===== src/rtl/cascaded_position_velocity_pid_macros.svh =====
// Assertion macros shared by the cascaded position/velocity controller.
// No dependencies; included by cpvp_ctrl, the module that carries assertions.
`ifndef CASCADED_POSITION_VELOCITY_PID_MACROS_SVH
`define CASCADED_POSITION_VELOCITY_PID_MACROS_SVH

// Condition must hold at every clock edge outside reset.
`define CPVP_ASSERT_ALWAYS(label, clk, rst_n, cond) \
    label: assert property (@(posedge clk) disable iff (!rst_n) (cond)) \
        else $error("%m: invariant violated");

// Same-cycle implication.
`define CPVP_ASSERT_IMPL(label, clk, rst_n, ante, cons) \
    label: assert property (@(posedge clk) disable iff (!rst_n) (ante) |-> (cons)) \
        else $error("%m: implication violated");

// Next-cycle implication.
`define CPVP_ASSERT_NEXT(label, clk, rst_n, ante, cons) \
    label: assert property (@(posedge clk) disable iff (!rst_n) (ante) |=> (cons)) \
        else $error("%m: next-cycle implication violated");

`endif


===== src/rtl/cpvp_pkg.sv =====
// Shared widths, constants, register indexes and interface structs
// for the cascaded position/velocity controller. No dependencies.
package cpvp_pkg;

    localparam int ANGLE_W     = 9;
    localparam int SPEED_W     = 16;
    localparam int TARGET_W    = 24;
    localparam int GAIN_W      = 20;
    localparam int LIMIT_W     = 15;
    localparam int OFFSET_W    = 24;
    localparam int TURN_W      = 24;
    localparam int ERR_W       = 32;
    localparam int EV_W        = 18;
    localparam int VSUM_W      = 15;
    localparam int OUT_W       = 16;
    localparam int CFG_INDEX_W = 3;
    localparam int CFG_DATA_W  = 24;
    localparam int ACC_W       = 56;
    localparam int GAIN_FRAC   = 8;
    localparam int MAC_CNT_W   = $clog2(GAIN_W);

    localparam int HALF_TURN     = 180;
    localparam int FULL_TURN     = 360;
    localparam int VEL_SUM_LIMIT = 10000;

    localparam int POS_KP_RST      = 25600;
    localparam int POS_KI_RST      = 0;
    localparam int POS_KD_RST      = 2560;
    localparam int VEL_KP_RST      = 2560;
    localparam int VEL_KI_RST      = 0;
    localparam int VEL_KD_RST      = 0;
    localparam int DRIVE_LIMIT_RST = 30000;
    localparam int ZERO_OFFSET_RST = 0;

    typedef enum logic [CFG_INDEX_W-1:0] {
        REG_POS_KP      = 3'd0,
        REG_POS_KI      = 3'd1,
        REG_POS_KD      = 3'd2,
        REG_VEL_KP      = 3'd3,
        REG_VEL_KI      = 3'd4,
        REG_VEL_KD      = 3'd5,
        REG_DRIVE_LIMIT = 3'd6,
        REG_ZERO_OFFSET = 3'd7
    } cfg_index_t;

    typedef struct packed {
        logic        [GAIN_W-1:0]   pos_kp;
        logic        [GAIN_W-1:0]   pos_ki;
        logic        [GAIN_W-1:0]   pos_kd;
        logic        [GAIN_W-1:0]   vel_kp;
        logic        [GAIN_W-1:0]   vel_ki;
        logic        [GAIN_W-1:0]   vel_kd;
        logic        [LIMIT_W-1:0]  drive_limit;
        logic signed [OFFSET_W-1:0] zero_offset;
    } cfg_t;

    typedef struct packed {
        logic        [ANGLE_W-1:0]  raw_angle;
        logic signed [SPEED_W-1:0]  measured_speed;
        logic signed [TARGET_W-1:0] target_angle;
        logic                       hold_reset;
    } item_t;

    typedef struct packed {
        logic                    busy;
        logic                    res_valid;
        logic signed [OUT_W-1:0] drive_value;
        logic                    drive_enable;
    } ctrl_sts_t;

    typedef struct packed {
        logic                    start;
        logic                    clear;
        logic signed [ACC_W-1:0] operand;
        logic        [GAIN_W-1:0] gain;
    } mac_cmd_t;

    typedef struct packed {
        logic                    busy;
        logic signed [ACC_W-1:0] acc;
    } mac_sts_t;

endpackage


===== src/rtl/cpvp_mac.sv =====
// Serial multiply-accumulate unit: one gain bit per cycle, shift-and-add.
// Depends on cpvp_pkg.
module cpvp_mac (
    input  logic                clk,
    input  logic                rst_n,
    input  cpvp_pkg::mac_cmd_t  cmd,
    output cpvp_pkg::mac_sts_t  sts
);

    logic                                 busy_reg;
    logic        [cpvp_pkg::MAC_CNT_W-1:0] cnt_reg;
    logic signed [cpvp_pkg::ACC_W-1:0]    mcand_reg;
    logic        [cpvp_pkg::GAIN_W-1:0]   gain_reg;
    logic signed [cpvp_pkg::ACC_W-1:0]    acc_reg;

    always_ff @(posedge clk or negedge rst_n)
    begin
        if (!rst_n)
        begin
            busy_reg <= 1'b0;
            cnt_reg  <= '0;
        end
        else if (cmd.start)
        begin
            busy_reg <= 1'b1;
            cnt_reg  <= '0;
        end
        else if (busy_reg)
        begin
            cnt_reg <= cnt_reg + cpvp_pkg::MAC_CNT_W'(1);
            if (cnt_reg == cpvp_pkg::MAC_CNT_W'(cpvp_pkg::GAIN_W - 1))
            begin
                busy_reg <= 1'b0;
            end
        end
    end

    // The gain shifts out LSB first while the multiplicand doubles each cycle.
    always_ff @(posedge clk)
    begin
        if (cmd.start)
        begin
            mcand_reg <= cmd.operand;
            gain_reg  <= cmd.gain;
            if (cmd.clear)
            begin
                acc_reg <= '0;
            end
        end
        else if (busy_reg)
        begin
            if (gain_reg[0])
            begin
                acc_reg <= acc_reg + mcand_reg;
            end
            mcand_reg <= mcand_reg <<< 1;
            gain_reg  <= gain_reg >> 1;
        end
    end

    assign sts.busy = busy_reg;
    assign sts.acc  = acc_reg;

endmodule


===== src/rtl/cpvp_ctrl.sv =====
// Sequencer for one control tick: angle unwrap, position PID, velocity PID.
// Depends on cpvp_pkg and the assertion macros; drives the serial MAC unit.
`include "cascaded_position_velocity_pid_macros.svh"

module cpvp_ctrl (
    input  logic                 clk,
    input  logic                 rst_n,
    input  logic                 start,
    input  cpvp_pkg::item_t      item,
    input  cpvp_pkg::cfg_t       cfg,
    input  logic                 res_take,
    output cpvp_pkg::ctrl_sts_t  sts,
    output cpvp_pkg::mac_cmd_t   mac_cmd,
    input  cpvp_pkg::mac_sts_t   mac_sts
);

    localparam int ANG_DIFF_W = cpvp_pkg::ANGLE_W + 1;
    localparam int POS_W      = cpvp_pkg::ERR_W + 2;
    localparam int EDIFF_W    = POS_W + 1;
    localparam int DIFF_W     = cpvp_pkg::ERR_W + 1;
    localparam int VD_W       = cpvp_pkg::EV_W + 1;
    localparam int Q_W        = cpvp_pkg::ACC_W - cpvp_pkg::GAIN_FRAC;

    localparam logic signed [ANG_DIFF_W-1:0] HALF_S =
        ANG_DIFF_W'(cpvp_pkg::HALF_TURN);
    localparam logic signed [cpvp_pkg::TURN_W-1:0] TURN_ONE = cpvp_pkg::TURN_W'(1);
    localparam logic signed [VD_W-1:0] VS_HI = VD_W'(cpvp_pkg::VEL_SUM_LIMIT);
    localparam logic signed [VD_W-1:0] VS_LO = -VS_HI;

    typedef enum logic [3:0] {
        S_IDLE, S_TURN, S_TURN_WAIT, S_ERR, S_SUM, S_MAC, S_MAC_WAIT,
        S_DIV, S_CLAMP, S_VEL, S_VSUM, S_DONE
    } state_t;

    typedef enum logic {PH_POS, PH_VEL} phase_t;

    typedef enum logic [1:0] {TERM_P, TERM_I, TERM_D} term_t;

    state_t state_reg;
    phase_t phase_reg;
    term_t  term_reg;

    logic        [cpvp_pkg::ANGLE_W-1:0]  raw_reg;
    logic signed [cpvp_pkg::SPEED_W-1:0]  speed_reg;
    logic signed [cpvp_pkg::TARGET_W-1:0] target_reg;
    logic                                 hold_reg;

    logic        [cpvp_pkg::ANGLE_W-1:0]  angle_now_reg;
    logic        [cpvp_pkg::ANGLE_W-1:0]  angle_before_reg;
    logic signed [cpvp_pkg::TURN_W-1:0]   turn_count_reg;
    logic signed [cpvp_pkg::ERR_W-1:0]    pos_error_prev_reg;
    logic signed [cpvp_pkg::ERR_W-1:0]    pos_error_sum_reg;
    logic signed [cpvp_pkg::EV_W-1:0]     vel_error_prev_reg;
    logic signed [cpvp_pkg::VSUM_W-1:0]   vel_error_sum_reg;

    logic signed [POS_W-1:0]              pos_reg;
    logic signed [cpvp_pkg::ERR_W-1:0]    e_reg;
    logic signed [DIFF_W-1:0]             d_reg;
    logic signed [Q_W-1:0]                q_reg;
    logic signed [cpvp_pkg::OUT_W-1:0]    loop_out_reg;
    logic signed [cpvp_pkg::EV_W-1:0]     ev_reg;
    logic signed [VD_W-1:0]               vd_reg;

    logic signed [ANG_DIFF_W-1:0]         ang_diff;
    logic signed [cpvp_pkg::TURN_W-1:0]   turn_next;
    logic signed [POS_W-1:0]              pos_calc;
    logic signed [EDIFF_W-1:0]            e_calc;
    logic signed [DIFF_W-1:0]             sum_calc;
    logic signed [DIFF_W-1:0]             d_calc;
    logic                                 round_up;
    logic signed [Q_W-1:0]                q_calc;
    logic signed [Q_W-1:0]                lim_pos_q;
    logic signed [Q_W-1:0]                lim_neg_q;
    logic signed [cpvp_pkg::OUT_W-1:0]    clamp_calc;
    logic signed [cpvp_pkg::EV_W-1:0]     ev_calc;
    logic signed [VD_W-1:0]               vs_calc;
    logic signed [cpvp_pkg::VSUM_W-1:0]   vs_clamped;
    logic signed [VD_W-1:0]               vd_calc;

    // Saturates a wide signed value to the 32-bit error range.
    function automatic logic signed [cpvp_pkg::ERR_W-1:0] sat_err(
        input logic signed [EDIFF_W-1:0] x
    );
        logic [EDIFF_W-cpvp_pkg::ERR_W:0] top;
        top = x[EDIFF_W-1:cpvp_pkg::ERR_W-1];
        if (top == '0 || top == '1)
        begin
            return x[cpvp_pkg::ERR_W-1:0];
        end
        else if (x[EDIFF_W-1])
        begin
            return {1'b1, {(cpvp_pkg::ERR_W-1){1'b0}}};
        end
        else
        begin
            return {1'b0, {(cpvp_pkg::ERR_W-1){1'b1}}};
        end
    endfunction

    // A jump of more than half a turn between samples means the shaft wrapped.
    assign ang_diff = $signed({1'b0, angle_now_reg}) - $signed({1'b0, angle_before_reg});

    always_comb
    begin
        if (ang_diff > HALF_S)
        begin
            turn_next = turn_count_reg - TURN_ONE;
        end
        else if (ang_diff < -HALF_S)
        begin
            turn_next = turn_count_reg + TURN_ONE;
        end
        else
        begin
            turn_next = turn_count_reg;
        end
    end

    assign pos_calc = $signed(mac_sts.acc[POS_W-1:0])
                    + $signed(POS_W'({1'b0, angle_now_reg}))
                    - POS_W'(cfg.zero_offset);
    assign e_calc   = EDIFF_W'(target_reg) - EDIFF_W'(pos_reg);
    assign sum_calc = DIFF_W'(pos_error_sum_reg) + DIFF_W'(e_reg);
    assign d_calc   = DIFF_W'(e_reg) - DIFF_W'(pos_error_prev_reg);

    // Division by 256 truncating toward zero: bump negative values with a fraction.
    assign round_up = mac_sts.acc[cpvp_pkg::ACC_W-1]
                    && (mac_sts.acc[cpvp_pkg::GAIN_FRAC-1:0] != '0);
    assign q_calc   = $signed(mac_sts.acc[cpvp_pkg::ACC_W-1:cpvp_pkg::GAIN_FRAC]
                              + Q_W'(round_up));

    assign lim_pos_q = $signed(Q_W'({1'b0, cfg.drive_limit}));
    assign lim_neg_q = -lim_pos_q;

    always_comb
    begin
        if (q_reg > lim_pos_q)
        begin
            clamp_calc = lim_pos_q[cpvp_pkg::OUT_W-1:0];
        end
        else if (q_reg < lim_neg_q)
        begin
            clamp_calc = lim_neg_q[cpvp_pkg::OUT_W-1:0];
        end
        else
        begin
            clamp_calc = q_reg[cpvp_pkg::OUT_W-1:0];
        end
    end

    assign ev_calc = cpvp_pkg::EV_W'(loop_out_reg) - cpvp_pkg::EV_W'(speed_reg);
    assign vs_calc = VD_W'(vel_error_sum_reg) + VD_W'(ev_reg);
    assign vd_calc = VD_W'(ev_reg) - VD_W'(vel_error_prev_reg);

    always_comb
    begin
        if (vs_calc > VS_HI)
        begin
            vs_clamped = VS_HI[cpvp_pkg::VSUM_W-1:0];
        end
        else if (vs_calc < VS_LO)
        begin
            vs_clamped = VS_LO[cpvp_pkg::VSUM_W-1:0];
        end
        else
        begin
            vs_clamped = vs_calc[cpvp_pkg::VSUM_W-1:0];
        end
    end

    // MAC command: the turn multiply by 360, then three gain terms per loop.
    always_comb
    begin
        mac_cmd.start   = (state_reg == S_TURN) || (state_reg == S_MAC);
        mac_cmd.clear   = (state_reg == S_TURN) || (term_reg == TERM_P);
        mac_cmd.operand = cpvp_pkg::ACC_W'(turn_next);
        mac_cmd.gain    = cpvp_pkg::GAIN_W'(cpvp_pkg::FULL_TURN);
        if (state_reg == S_MAC)
        begin
            unique case (term_reg)
                TERM_P:
                begin
                    mac_cmd.operand = (phase_reg == PH_POS) ?
                        cpvp_pkg::ACC_W'(e_reg) : cpvp_pkg::ACC_W'(ev_reg);
                    mac_cmd.gain = (phase_reg == PH_POS) ? cfg.pos_kp : cfg.vel_kp;
                end
                TERM_I:
                begin
                    mac_cmd.operand = (phase_reg == PH_POS) ?
                        cpvp_pkg::ACC_W'(pos_error_sum_reg) :
                        cpvp_pkg::ACC_W'(vel_error_sum_reg);
                    mac_cmd.gain = (phase_reg == PH_POS) ? cfg.pos_ki : cfg.vel_ki;
                end
                TERM_D:
                begin
                    mac_cmd.operand = (phase_reg == PH_POS) ?
                        cpvp_pkg::ACC_W'(d_reg) : cpvp_pkg::ACC_W'(vd_reg);
                    mac_cmd.gain = (phase_reg == PH_POS) ? cfg.pos_kd : cfg.vel_kd;
                end
                default:
                begin
                    mac_cmd.operand = '0;
                    mac_cmd.gain    = '0;
                end
            endcase
        end
    end

    always_ff @(posedge clk or negedge rst_n)
    begin
        if (!rst_n)
        begin
            state_reg          <= S_IDLE;
            phase_reg          <= PH_POS;
            term_reg           <= TERM_P;
            raw_reg            <= '0;
            speed_reg          <= '0;
            target_reg         <= '0;
            hold_reg           <= 1'b0;
            angle_now_reg      <= '0;
            angle_before_reg   <= '0;
            turn_count_reg     <= '0;
            pos_error_prev_reg <= '0;
            pos_error_sum_reg  <= '0;
            vel_error_prev_reg <= '0;
            vel_error_sum_reg  <= '0;
            pos_reg            <= '0;
            e_reg              <= '0;
            d_reg              <= '0;
            q_reg              <= '0;
            loop_out_reg       <= '0;
            ev_reg             <= '0;
            vd_reg             <= '0;
        end
        else
        begin
            unique case (state_reg)
                S_IDLE:
                begin
                    if (start)
                    begin
                        raw_reg    <= item.raw_angle;
                        speed_reg  <= item.measured_speed;
                        target_reg <= item.hold_reset ? '0 : item.target_angle;
                        hold_reg   <= item.hold_reset;
                        state_reg  <= S_TURN;
                    end
                end
                S_TURN:
                begin
                    turn_count_reg <= turn_next;
                    state_reg      <= S_TURN_WAIT;
                end
                S_TURN_WAIT:
                begin
                    if (!mac_sts.busy)
                    begin
                        pos_reg   <= pos_calc;
                        state_reg <= S_ERR;
                    end
                end
                S_ERR:
                begin
                    e_reg     <= sat_err(e_calc);
                    state_reg <= S_SUM;
                end
                S_SUM:
                begin
                    pos_error_sum_reg  <= sat_err(EDIFF_W'(sum_calc));
                    d_reg              <= d_calc;
                    pos_error_prev_reg <= e_reg;
                    phase_reg          <= PH_POS;
                    term_reg           <= TERM_P;
                    state_reg          <= S_MAC;
                end
                S_MAC:
                begin
                    state_reg <= S_MAC_WAIT;
                end
                S_MAC_WAIT:
                begin
                    if (!mac_sts.busy)
                    begin
                        unique case (term_reg)
                            TERM_P:
                            begin
                                term_reg  <= TERM_I;
                                state_reg <= S_MAC;
                            end
                            TERM_I:
                            begin
                                term_reg  <= TERM_D;
                                state_reg <= S_MAC;
                            end
                            default:
                            begin
                                term_reg  <= TERM_P;
                                state_reg <= S_DIV;
                            end
                        endcase
                    end
                end
                S_DIV:
                begin
                    q_reg     <= q_calc;
                    state_reg <= S_CLAMP;
                end
                S_CLAMP:
                begin
                    loop_out_reg <= clamp_calc;
                    if (phase_reg == PH_POS)
                    begin
                        state_reg <= S_VEL;
                    end
                    else
                    begin
                        // The new sample only takes effect on the next tick.
                        angle_before_reg <= angle_now_reg;
                        angle_now_reg    <= raw_reg;
                        state_reg        <= S_DONE;
                    end
                end
                S_VEL:
                begin
                    ev_reg    <= ev_calc;
                    state_reg <= S_VSUM;
                end
                S_VSUM:
                begin
                    vel_error_sum_reg  <= vs_clamped;
                    vd_reg             <= vd_calc;
                    vel_error_prev_reg <= ev_reg;
                    phase_reg          <= PH_VEL;
                    term_reg           <= TERM_P;
                    state_reg          <= S_MAC;
                end
                S_DONE:
                begin
                    if (res_take)
                    begin
                        state_reg <= S_IDLE;
                    end
                end
                default:
                begin
                    state_reg <= S_IDLE;
                end
            endcase
        end
    end

    assign sts.busy         = (state_reg != S_IDLE);
    assign sts.res_valid    = (state_reg == S_DONE);
    assign sts.drive_value  = hold_reg ? '0 : loop_out_reg;
    assign sts.drive_enable = !hold_reg;

    `CPVP_ASSERT_ALWAYS(a_vsum_range, clk, rst_n,
        (VD_W'(vel_error_sum_reg) <= VS_HI) && (VD_W'(vel_error_sum_reg) >= VS_LO))
    `CPVP_ASSERT_IMPL(a_mac_free_on_issue, clk, rst_n, mac_cmd.start, !mac_sts.busy)
    `CPVP_ASSERT_IMPL(a_start_only_idle, clk, rst_n, start, state_reg == S_IDLE)
    `CPVP_ASSERT_NEXT(a_result_holds, clk, rst_n, sts.res_valid && !res_take,
        sts.res_valid && $stable(sts.drive_value))
    `CPVP_ASSERT_IMPL(a_result_clamped, clk, rst_n, sts.res_valid,
        (sts.drive_value <= $signed({1'b0, cfg.drive_limit}))
        && (sts.drive_value >= -$signed({1'b0, cfg.drive_limit})))

endmodule


===== src/rtl/cascaded_position_velocity_pid.sv =====
// Each accepted input word yields one result word in the output register.
// No new word is taken while the controller works on a tick; the serial MAC runs seven times per tick.
// A new input word is accepted while the previous result still waits in the output register.
// Reset (rst_n low, asynchronous) loads the default gains, limit and offset and
// clears the angle history, turn count and both error histories and sums.
// Top level: config registers, handshake and output register; uses cpvp_pkg,
// cpvp_ctrl and cpvp_mac.
module cascaded_position_velocity_pid (
    input  logic                                 clk,
    input  logic                                 rst_n,
    input  logic                                 cfg_write,
    input  logic        [cpvp_pkg::CFG_INDEX_W-1:0] cfg_index,
    input  logic        [cpvp_pkg::CFG_DATA_W-1:0]  cfg_data,
    input  logic                                 in_valid,
    output logic                                 in_stall,
    input  logic        [cpvp_pkg::ANGLE_W-1:0]  raw_angle,
    input  logic signed [cpvp_pkg::SPEED_W-1:0]  measured_speed,
    input  logic signed [cpvp_pkg::TARGET_W-1:0] target_angle,
    input  logic                                 hold_reset,
    output logic                                 out_valid,
    input  logic                                 out_stall,
    output logic signed [cpvp_pkg::OUT_W-1:0]    drive_value,
    output logic                                 drive_enable
);

    cpvp_pkg::cfg_t      cfg_reg;
    cpvp_pkg::item_t     item;
    cpvp_pkg::ctrl_sts_t ctrl_sts;
    cpvp_pkg::mac_cmd_t  mac_cmd;
    cpvp_pkg::mac_sts_t  mac_sts;

    logic                              start;
    logic                              res_take;
    logic                              out_valid_reg;
    logic signed [cpvp_pkg::OUT_W-1:0] drive_value_reg;
    logic                              drive_enable_reg;

    always_ff @(posedge clk or negedge rst_n)
    begin
        if (!rst_n)
        begin
            cfg_reg.pos_kp      <= cpvp_pkg::GAIN_W'(cpvp_pkg::POS_KP_RST);
            cfg_reg.pos_ki      <= cpvp_pkg::GAIN_W'(cpvp_pkg::POS_KI_RST);
            cfg_reg.pos_kd      <= cpvp_pkg::GAIN_W'(cpvp_pkg::POS_KD_RST);
            cfg_reg.vel_kp      <= cpvp_pkg::GAIN_W'(cpvp_pkg::VEL_KP_RST);
            cfg_reg.vel_ki      <= cpvp_pkg::GAIN_W'(cpvp_pkg::VEL_KI_RST);
            cfg_reg.vel_kd      <= cpvp_pkg::GAIN_W'(cpvp_pkg::VEL_KD_RST);
            cfg_reg.drive_limit <= cpvp_pkg::LIMIT_W'(cpvp_pkg::DRIVE_LIMIT_RST);
            cfg_reg.zero_offset <= cpvp_pkg::OFFSET_W'(cpvp_pkg::ZERO_OFFSET_RST);
        end
        else if (cfg_write)
        begin
            unique case (cpvp_pkg::cfg_index_t'(cfg_index))
                cpvp_pkg::REG_POS_KP:      cfg_reg.pos_kp <= cfg_data[cpvp_pkg::GAIN_W-1:0];
                cpvp_pkg::REG_POS_KI:      cfg_reg.pos_ki <= cfg_data[cpvp_pkg::GAIN_W-1:0];
                cpvp_pkg::REG_POS_KD:      cfg_reg.pos_kd <= cfg_data[cpvp_pkg::GAIN_W-1:0];
                cpvp_pkg::REG_VEL_KP:      cfg_reg.vel_kp <= cfg_data[cpvp_pkg::GAIN_W-1:0];
                cpvp_pkg::REG_VEL_KI:      cfg_reg.vel_ki <= cfg_data[cpvp_pkg::GAIN_W-1:0];
                cpvp_pkg::REG_VEL_KD:      cfg_reg.vel_kd <= cfg_data[cpvp_pkg::GAIN_W-1:0];
                cpvp_pkg::REG_DRIVE_LIMIT:
                    cfg_reg.drive_limit <= cfg_data[cpvp_pkg::LIMIT_W-1:0];
                cpvp_pkg::REG_ZERO_OFFSET:
                    cfg_reg.zero_offset <= cfg_data[cpvp_pkg::OFFSET_W-1:0];
                default:
                begin
                end
            endcase
        end
    end

    assign in_stall = ctrl_sts.busy;
    assign start    = in_valid && !in_stall;

    assign item.raw_angle      = raw_angle;
    assign item.measured_speed = measured_speed;
    assign item.target_angle   = target_angle;
    assign item.hold_reset     = hold_reset;

    // The finished word moves into the output register once that slot is free.
    assign res_take = ctrl_sts.res_valid && (!out_valid_reg || !out_stall);

    always_ff @(posedge clk or negedge rst_n)
    begin
        if (!rst_n)
        begin
            out_valid_reg <= 1'b0;
        end
        else if (res_take)
        begin
            out_valid_reg <= 1'b1;
        end
        else if (!out_stall)
        begin
            out_valid_reg <= 1'b0;
        end
    end

    always_ff @(posedge clk)
    begin
        if (res_take)
        begin
            drive_value_reg  <= ctrl_sts.drive_value;
            drive_enable_reg <= ctrl_sts.drive_enable;
        end
    end

    assign out_valid    = out_valid_reg;
    assign drive_value  = drive_value_reg;
    assign drive_enable = drive_enable_reg;

    cpvp_ctrl u_ctrl (
        .clk      (clk),
        .rst_n    (rst_n),
        .start    (start),
        .item     (item),
        .cfg      (cfg_reg),
        .res_take (res_take),
        .sts      (ctrl_sts),
        .mac_cmd  (mac_cmd),
        .mac_sts  (mac_sts)
    );

    cpvp_mac u_mac (
        .clk   (clk),
        .rst_n (rst_n),
        .cmd   (mac_cmd),
        .sts   (mac_sts)
    );

endmodule


===== config.mk =====
export PLATFORM = sky130hd
export DESIGN_NAME = cascaded_position_velocity_pid
export DESIGN_NICKNAME = d
export VERILOG_FILES = /design/src/rtl/cpvp_pkg.sv /design/src/rtl/cpvp_mac.sv /design/src/rtl/cpvp_ctrl.sv /design/src/rtl/cascaded_position_velocity_pid.sv
export VERILOG_INCLUDE_DIRS = /design/src /design/src/rtl
export SDC_FILE = /design/constraint.sdc
export NUM_CORES = 2
export LEC_CHECK = 0
export ABC_CLOCK_PERIOD_IN_PS = 5700
export BUFFER_PORTS_ARGS = -buffer_cell sky130_fd_sc_hd__buf_4
export CORE_ASPECT_RATIO = 0.8
export CORE_MARGIN = 2
export CORE_UTILIZATION = 57
export CTS_BUF_LIST = sky130_fd_sc_hd__clkbuf_8
export CTS_CLUSTER_SIZE = 40
export DETAILED_ROUTE_END_ITERATION = 8
export GPL_TIMING_DRIVEN = 0
export PLACE_DENSITY_LB_ADDON = 0.05
export SYNTH_ARGS = -nofsm -noshare
export SYNTH_HDL_FRONTEND = slang
export SYNTH_SLANG_ARGS = --single-unit

===== constraint.sdc =====
create_clock -name clk -period 5.7 [get_ports clk]
set_input_delay 0.57 -clock clk [delete_from_list [all_inputs] [get_ports clk]]
set_output_delay 0.57 -clock clk [all_outputs]
set_load 0.02 [all_outputs]

After elaboration in Yosys (flattened, before gate mapping)
Cells that the tools add are included.
Cells by class
  add/sub/neg operators: 15
  magnitude comparators: 6
  equal/unequal tests: 29
  multiplexer cells: 45
  bitwise operators: 1
  reduce and logical (&&, ||, !) cells: 39
Operator list (count)
  $mux W56: 9
  $pmux W76 S3: 1
  $mux W32: 4
  $mux W20: 5
  $mux W76: 1
  $mux W24: 3
  $add A56 B56 Y56: 1
  $add A48 B1 Y48: 1
  $gt A48 B16 Y1: 1
  $lt A48 B48 Y1: 1
  $neg A15 Y48: 1
  $pmux W4 S11: 1
  $sub A24 B34 Y35: 1
  $add A34 B10 Y34: 1
  $sub A34 B24 Y34: 1
  $add A32 B32 Y33: 1
  $sub A32 B32 Y33: 1
  $mux W16: 2
  $mux W15: 2
  $add A24 B2 Y24 const B: 1
  $eq A4 B4 Y1 const B: 6
  $reduce_and A2 Y1: 12
  $sub A24 B2 Y24 const B: 1
  $gt A19 B15 Y1 const B: 1
  38 further kinds: 76
Word-level totals
  flip-flop bits (word level): 709
  word-level logic and storage cells: 172

Longest topological paths before layout
  depth in word-level cells: 6
  mapped depth: 20
  mapped depth without buffers: 18

Cells and area by module
Synthesis repeated with hierarchy kept, for this count alone.
Second synthesis, totals
  cell total of the unflattened synthesis: 4878
  area, all modules: 46472.1 um^2
By module, submodules not included
  cpvp_ctrl: instances 1, cells each 3713, area an instance 31139.9 um^2, sequential area each 9834.4 um^2
  cpvp_mac: instances 1, cells each 800, area an instance 8795.9 um^2, sequential area each 4113.9 um^2
  cascaded_position_velocity_pid: instances 1, cells each 365, area an instance 6536.3 um^2, sequential area each 4531.8 um^2

Least setup slack after synthesis
OpenSTA, ideal clock, no wires.
  path kind: register to register
  start: reg u_ctrl.state_reg[1]
  end: reg u_mac.acc_reg[0] (netlist name), enable pin
  arrival: 5.357 ns
  required time: 5.153 ns
  slack: -0.204 ns
  cell stages (with the launch flop): 8
  period minus slack after synthesis: 5.904 ns
  path through: dfrtp_1 clkbuf_1 nand2b_1 nor2_1 clkbuf_1 clkbuf_1 buf_1 o21ai_0
Between the ends
  word-level cells in the longest chain between the ends: 4
  elaborated cells on any way between the ends: 8
RTL lines
  start, declared: line cpvp_ctrl.sv:39  | state_t state_reg;
  start signal, assigned: line cpvp_ctrl.sv:213  | state_reg <= S_IDLE;
  start signal, assigned: line cpvp_ctrl.sv:246  | state_reg <= S_TURN;
  start signal, assigned: line cpvp_ctrl.sv:252  | state_reg <= S_TURN_WAIT;
  $eq A4 B1 Y1 / $eq A4 B3 Y1 (equally long branches): line cpvp_ctrl.sv:174, cpvp_ctrl.sv:175
  $logic_or A1 B1 Y1, on equally long branches: line cpvp_ctrl.sv:175, cpvp_ctrl.sv:174
  $ne A2 B2 Y1 (no line) / $reduce_bool A2 Y1 (equally long branches)
  $reduce_and A3 Y1 (no line) *
  end signal, assigned: line cpvp_mac.sv:54  | acc_reg <= acc_reg + mcand_reg;
  end, declared: line cpvp_mac.sv:14  | logic signed [cpvp_pkg::ACC_W-1:0] acc_reg;
Every way passes the cells marked *; elsewhere a longest branch is shown, timed or not.
A chain may end at the register's enable or synchronous reset.

Worst setup path after layout
  start: reg cfg_reg[26] (netlist name)
  end: reg u_ctrl.loop_out_reg[10] (netlist name)
Between the ends
  word-level cells in the longest chain between the ends: 4
  elaborated cells on any way between the ends: 5
RTL lines
  start, declared: line cascaded_position_velocity_pid.sv:26  | cpvp_pkg::cfg_t cfg_reg;
  $neg A15 Y48: line cpvp_ctrl.sv:133  | assign lim_neg_q = -lim_pos_q;
  $lt A48 B48 Y1: line cpvp_ctrl.sv:141  | else if (q_reg < lim_neg_q)
  $mux W16: line cpvp_ctrl.sv:141
  $mux W16 *: line cpvp_ctrl.sv:137  | if (q_reg > lim_pos_q)
  end signal, assigned: line cpvp_ctrl.sv:310  | loop_out_reg <= clamp_calc;
  end, declared: line cpvp_ctrl.sv:60  | logic signed [cpvp_pkg::OUT_W-1:0] loop_out_reg;
Marks and branches as above.

==> results.json <==
{
  "status": "complete, but fails checks",
  "violations": "capacitance limit, slew limit",
  "root_buffer": "clkbuf_8",
  "dr_total_vias": 39570,
  "synth_edf_count": 149,
  "cts_made_buffers": 116,
  "power.switching_uw": 15790,
  "hold_path_class": "in2reg",
  "cts_tree": "done",
  "syn_to_final_growth_pct": 11.04,
  "grt_pass1_vias": 37270,
  "drive_above_1_share_pct": 11.10,
  "drc_errors": 0,
  "setup_viol": 0,
  "p_per_area_nw_per_um2": 637.9,
  "fp-row-count": 93,
  "slew_viol_final": 12,
  "final_cells": 6485,
  "critPathSlowestCell": "dfrtp_1",
  "synth-seq-cells": 708,
  "min_period_ns": 5.090,
  "worstMarginPinSlew_ns": 1.520,
  "p_int_uw": 17190,
  "top_layer": "met5",
  "switching_share_pct": 47.88,
  "path_clk_slew_ns": 0.07,
  "clockBufferDepth": 3,
  "finalHoldViolations": 0,
  "dpl_cell_area_um2": 48910,
  "start_util_pct": 57.66,
  "synth_area_um2": 46560,
  "design_area_um2": 51700,
  "dieArea_um2": 84000,
  "drtIter0Drc": 4016,
  "worstPathRequired_ns": 6.36,
  "wl_met1_um": 67410,
  "ios": 101,
  "clock_latency_ns": 0.80,
  "multi_input_area_um2": 26220,
  "cts.sinks": 708,
  "crit_path_cell_trace": "nor2_1 -> nand3_1 -> nor4_2 -> nand2_1 -> nor3_1 -> ha_1 -> a21o_1 -> a21o_1 -> a21o_1 -> a211oi_1 -> a2bb2oi_1 -> a31o_2 -> a21oi_1 -> a211o_1 -> clkbuf_1 -> clkbuf_1 -> nand2_1 -> o21ai_0 -> a221o_1",
  "seq_area_um2": 18480,
  "place_ws_ns": 0.4020,
  "first_pass_iters": 6,
  "crit_top_cell": "a21o_1",
  "portBuffers": 98,
  "syn_avg_cell_area_um2": 9.264,
  "setup_slack_ns": 0.6100,
  "gp_congestion": 1.027,
  "fin_nets": 5731,
  "crit_fanout": 10,
  "ys_types": 96,
  "async_flop_share_pct": 78.95,
  "p_leak_uw": 0.02299,
  "start_kind": "register",
  "largest_reg_flops": 159,
  "grt_overflow": 0,
  "path_class": "reg2reg",
  "synth_top_cell_by_area": "dfrtp_1",
  "post-route-period-util_pct": 89.30,
  "met3_length_um": 12890,
  "syn_nets": 5464,
  "dp.cells": 6225,
  "syn_inst": 5026,
  "coreArea_um2": 80760,
  "yosysMostFrequentCell": "nand2_1",
  "fin_skew_ns": 0.04508,
  "clock.fmax_ghz": 0.1965,
  "grt_pass1_wl_um": 222300,
  "post-dp-hpwl_um": 113100,
  "setup_tns_ns": 0,
  "clkPwrFrac_pct": 13.8,
  "via_per_inst": 6.101,
  "yosysWarnings": 0,
  "ys_top_cells_by_area": "dfrtp_1 29%, edfxtp_1 9.6%, ha_1 9.1%",
  "slowest_delay_ns": 0.48,
  "cp.arrival_ns": 5.75,
  "fillCellCount": 7026,
  "power_uw": 32980,
  "met2WireLength_um": 60480,
  "synthDominantCellAreaShare_pct": 29.29,
  "irDropWorstVdd_mv": 0.3057,
  "grt_max_degree": 112,
  "combPwrFrac_pct": 57.9,
  "routed_wl_um": 145600,
  "synth-seq-area-share_pct": 39.69,
  "slew_headroom_pct": -1.977,
  "grt.total_usage_pct": 34.56,
  "cts_max_level": 3,
  "wl_per_cell_um": 22.45,
  "synth_top_flop_cell": "dfrtp_1",
  "critPathCaptureType": "register",
  "drtAntennaViolNets": 0,
  "yosys-top-cells-count": "597 x nand2_1, 545 x dfrtp_1, 423 x o21ai_0",
  "die_h_um": 259.6,
  "antenna_found_initial": 16,
  "p_seq_share_pct": 28.4,
  "die_w_um": 323.5,
  "drv_cap": 3,
  "rsz0062_at_grt": "false"
}
[metal layers]
layer	GRT usage, %	vias up
met5	0	-
met1	51.67	19300
li1	-	18570
met2	49.60	1458
met3	7.507	235
met4	11.30	6
[worst paths after layout]
kind                                                     start                                 endpoint  slack [ns]  cells past startpoint
worst max-delay path                   cfg_reg[26]$_DFFE_PN0P_      u_ctrl.loop_out_reg[10]$_DFFE_PN0P_        0.61                     19
worst min-delay path                        measured_speed[15]         u_ctrl.speed_reg[15]$_DFFE_PN0P_        0.06                      2
worst max register to register         cfg_reg[26]$_DFFE_PN0P_      u_ctrl.loop_out_reg[10]$_DFFE_PN0P_        0.61                     19
worst min register to register  u_ctrl.pos_reg[23]$_DFFE_PN0P_           u_ctrl.pos_reg[23]$_DFFE_PN0P_        0.48                      2
max in group asynchronous                                rst_n    u_ctrl.turn_count_reg[14]$_DFFE_PN0P_        4.01                      4
min in group asynchronous                                rst_n  u_ctrl.pos_error_sum_reg[7]$_DFFE_PN0N_        0.27                      2
[power by group through the flow]
stage               sequential (uW)  clock (uW)  combinational, uW
floorplan                      8460           0              14000
CTS                            9280        4600              18700
global route                   9520        4800              21100
detailed placement             9360           0              18600
finish                         9350        4540              19100
global placement               9370           0              18300
[timing repair]
item,in CTS,in global routing
setup endpoints to repair,0,11
endpoints found under the hold margin,79,0
gates resized for setup,0,2
setup buffers,0,0
hold buffers,42,0
[cell type report]
cell class / instances / share of cell area (%)
antenna: 6 / 0.02904
clock inverter: 71 / 0.7720
multi-input combinational: 3829 / 50.72
tap: 1092 / 2.643
clock buffer: 141 / 3.754
sequential: 708 / 35.74
buffer: 236 / 1.827
timing repair buffer: 149 / 2.677
inverter: 253 / 1.837
[worst max-delay path, delay by kind of cell, from the launching register on]
kind | cells | cell delay [ns]
AO/OA/AOI/OAI | 10 | 1.97
AND/OR/NAND/NOR | 6 | 1.65
buffers and inverters | 2 | 0.56
flip-flops | 1 | 0.48
adder cells (fa/ha/maj) | 1 | 0.31
[stage by stage]
step	util, %	hold slack (ns)
6_report	64.02	0.05678
5_1_grt	64.01	0.02416
4_1_cts	63.98	0.0005091
3_5_place_dp	60.57	0.4697
3_3_place_gp	60.26	0.4601
2_1_floorplan	-	0.2744
[placed cells by master, fill, tap and decap left out, types with 46 or more instances in the layout]
| master | synthesis | final |
|---|---|---|
| a211oi_1 | 57 | 57 |
| a21o_1 | 108 | 108 |
| a21oi_1 | 286 | 285 |
| and3_1 | 46 | 46 |
| buf_4 | 2 | 99 |
| clkbuf_1 | 198 | 198 |
| clkbuf_8 | 0 | 141 |
| dfrtp_1 | 545 | 545 |
| edfxtp_1 | 149 | 149 |
| ha_1 | 339 | 339 |
| inv_1 | 253 | 306 |
| mux2_2 | 223 | 223 |
| mux2i_1 | 85 | 85 |
| nand2_1 | 597 | 597 |
| nand2b_1 | 103 | 103 |
| nand3_1 | 135 | 135 |
| nand4_1 | 49 | 49 |
| nor2_1 | 305 | 305 |
| nor2b_1 | 88 | 88 |
| nor3_1 | 89 | 87 |
| o211ai_1 | 47 | 47 |
| o21ai_0 | 423 | 422 |
| xnor2_1 | 161 | 161 |
| xor2_1 | 119 | 119 |
[logic make-up (layout without fill, tap and decap cells)]
kind of cell,Yosys count,after routing,share of synthesized area [%]
adder cells (fa/ha/maj),359,359,9.908
XOR/XNOR,280,280,5.267
multiplexers,308,308,7.220
other,0,6,0
buffers and inverters,489,850,4.068
AND/OR/NAND/NOR,1584,1584,16.27
flip-flops,708,708,39.69
AO/OA/AOI/OAI,1298,1298,17.57
Note: power is estimated with default switching activity, not from simulation.
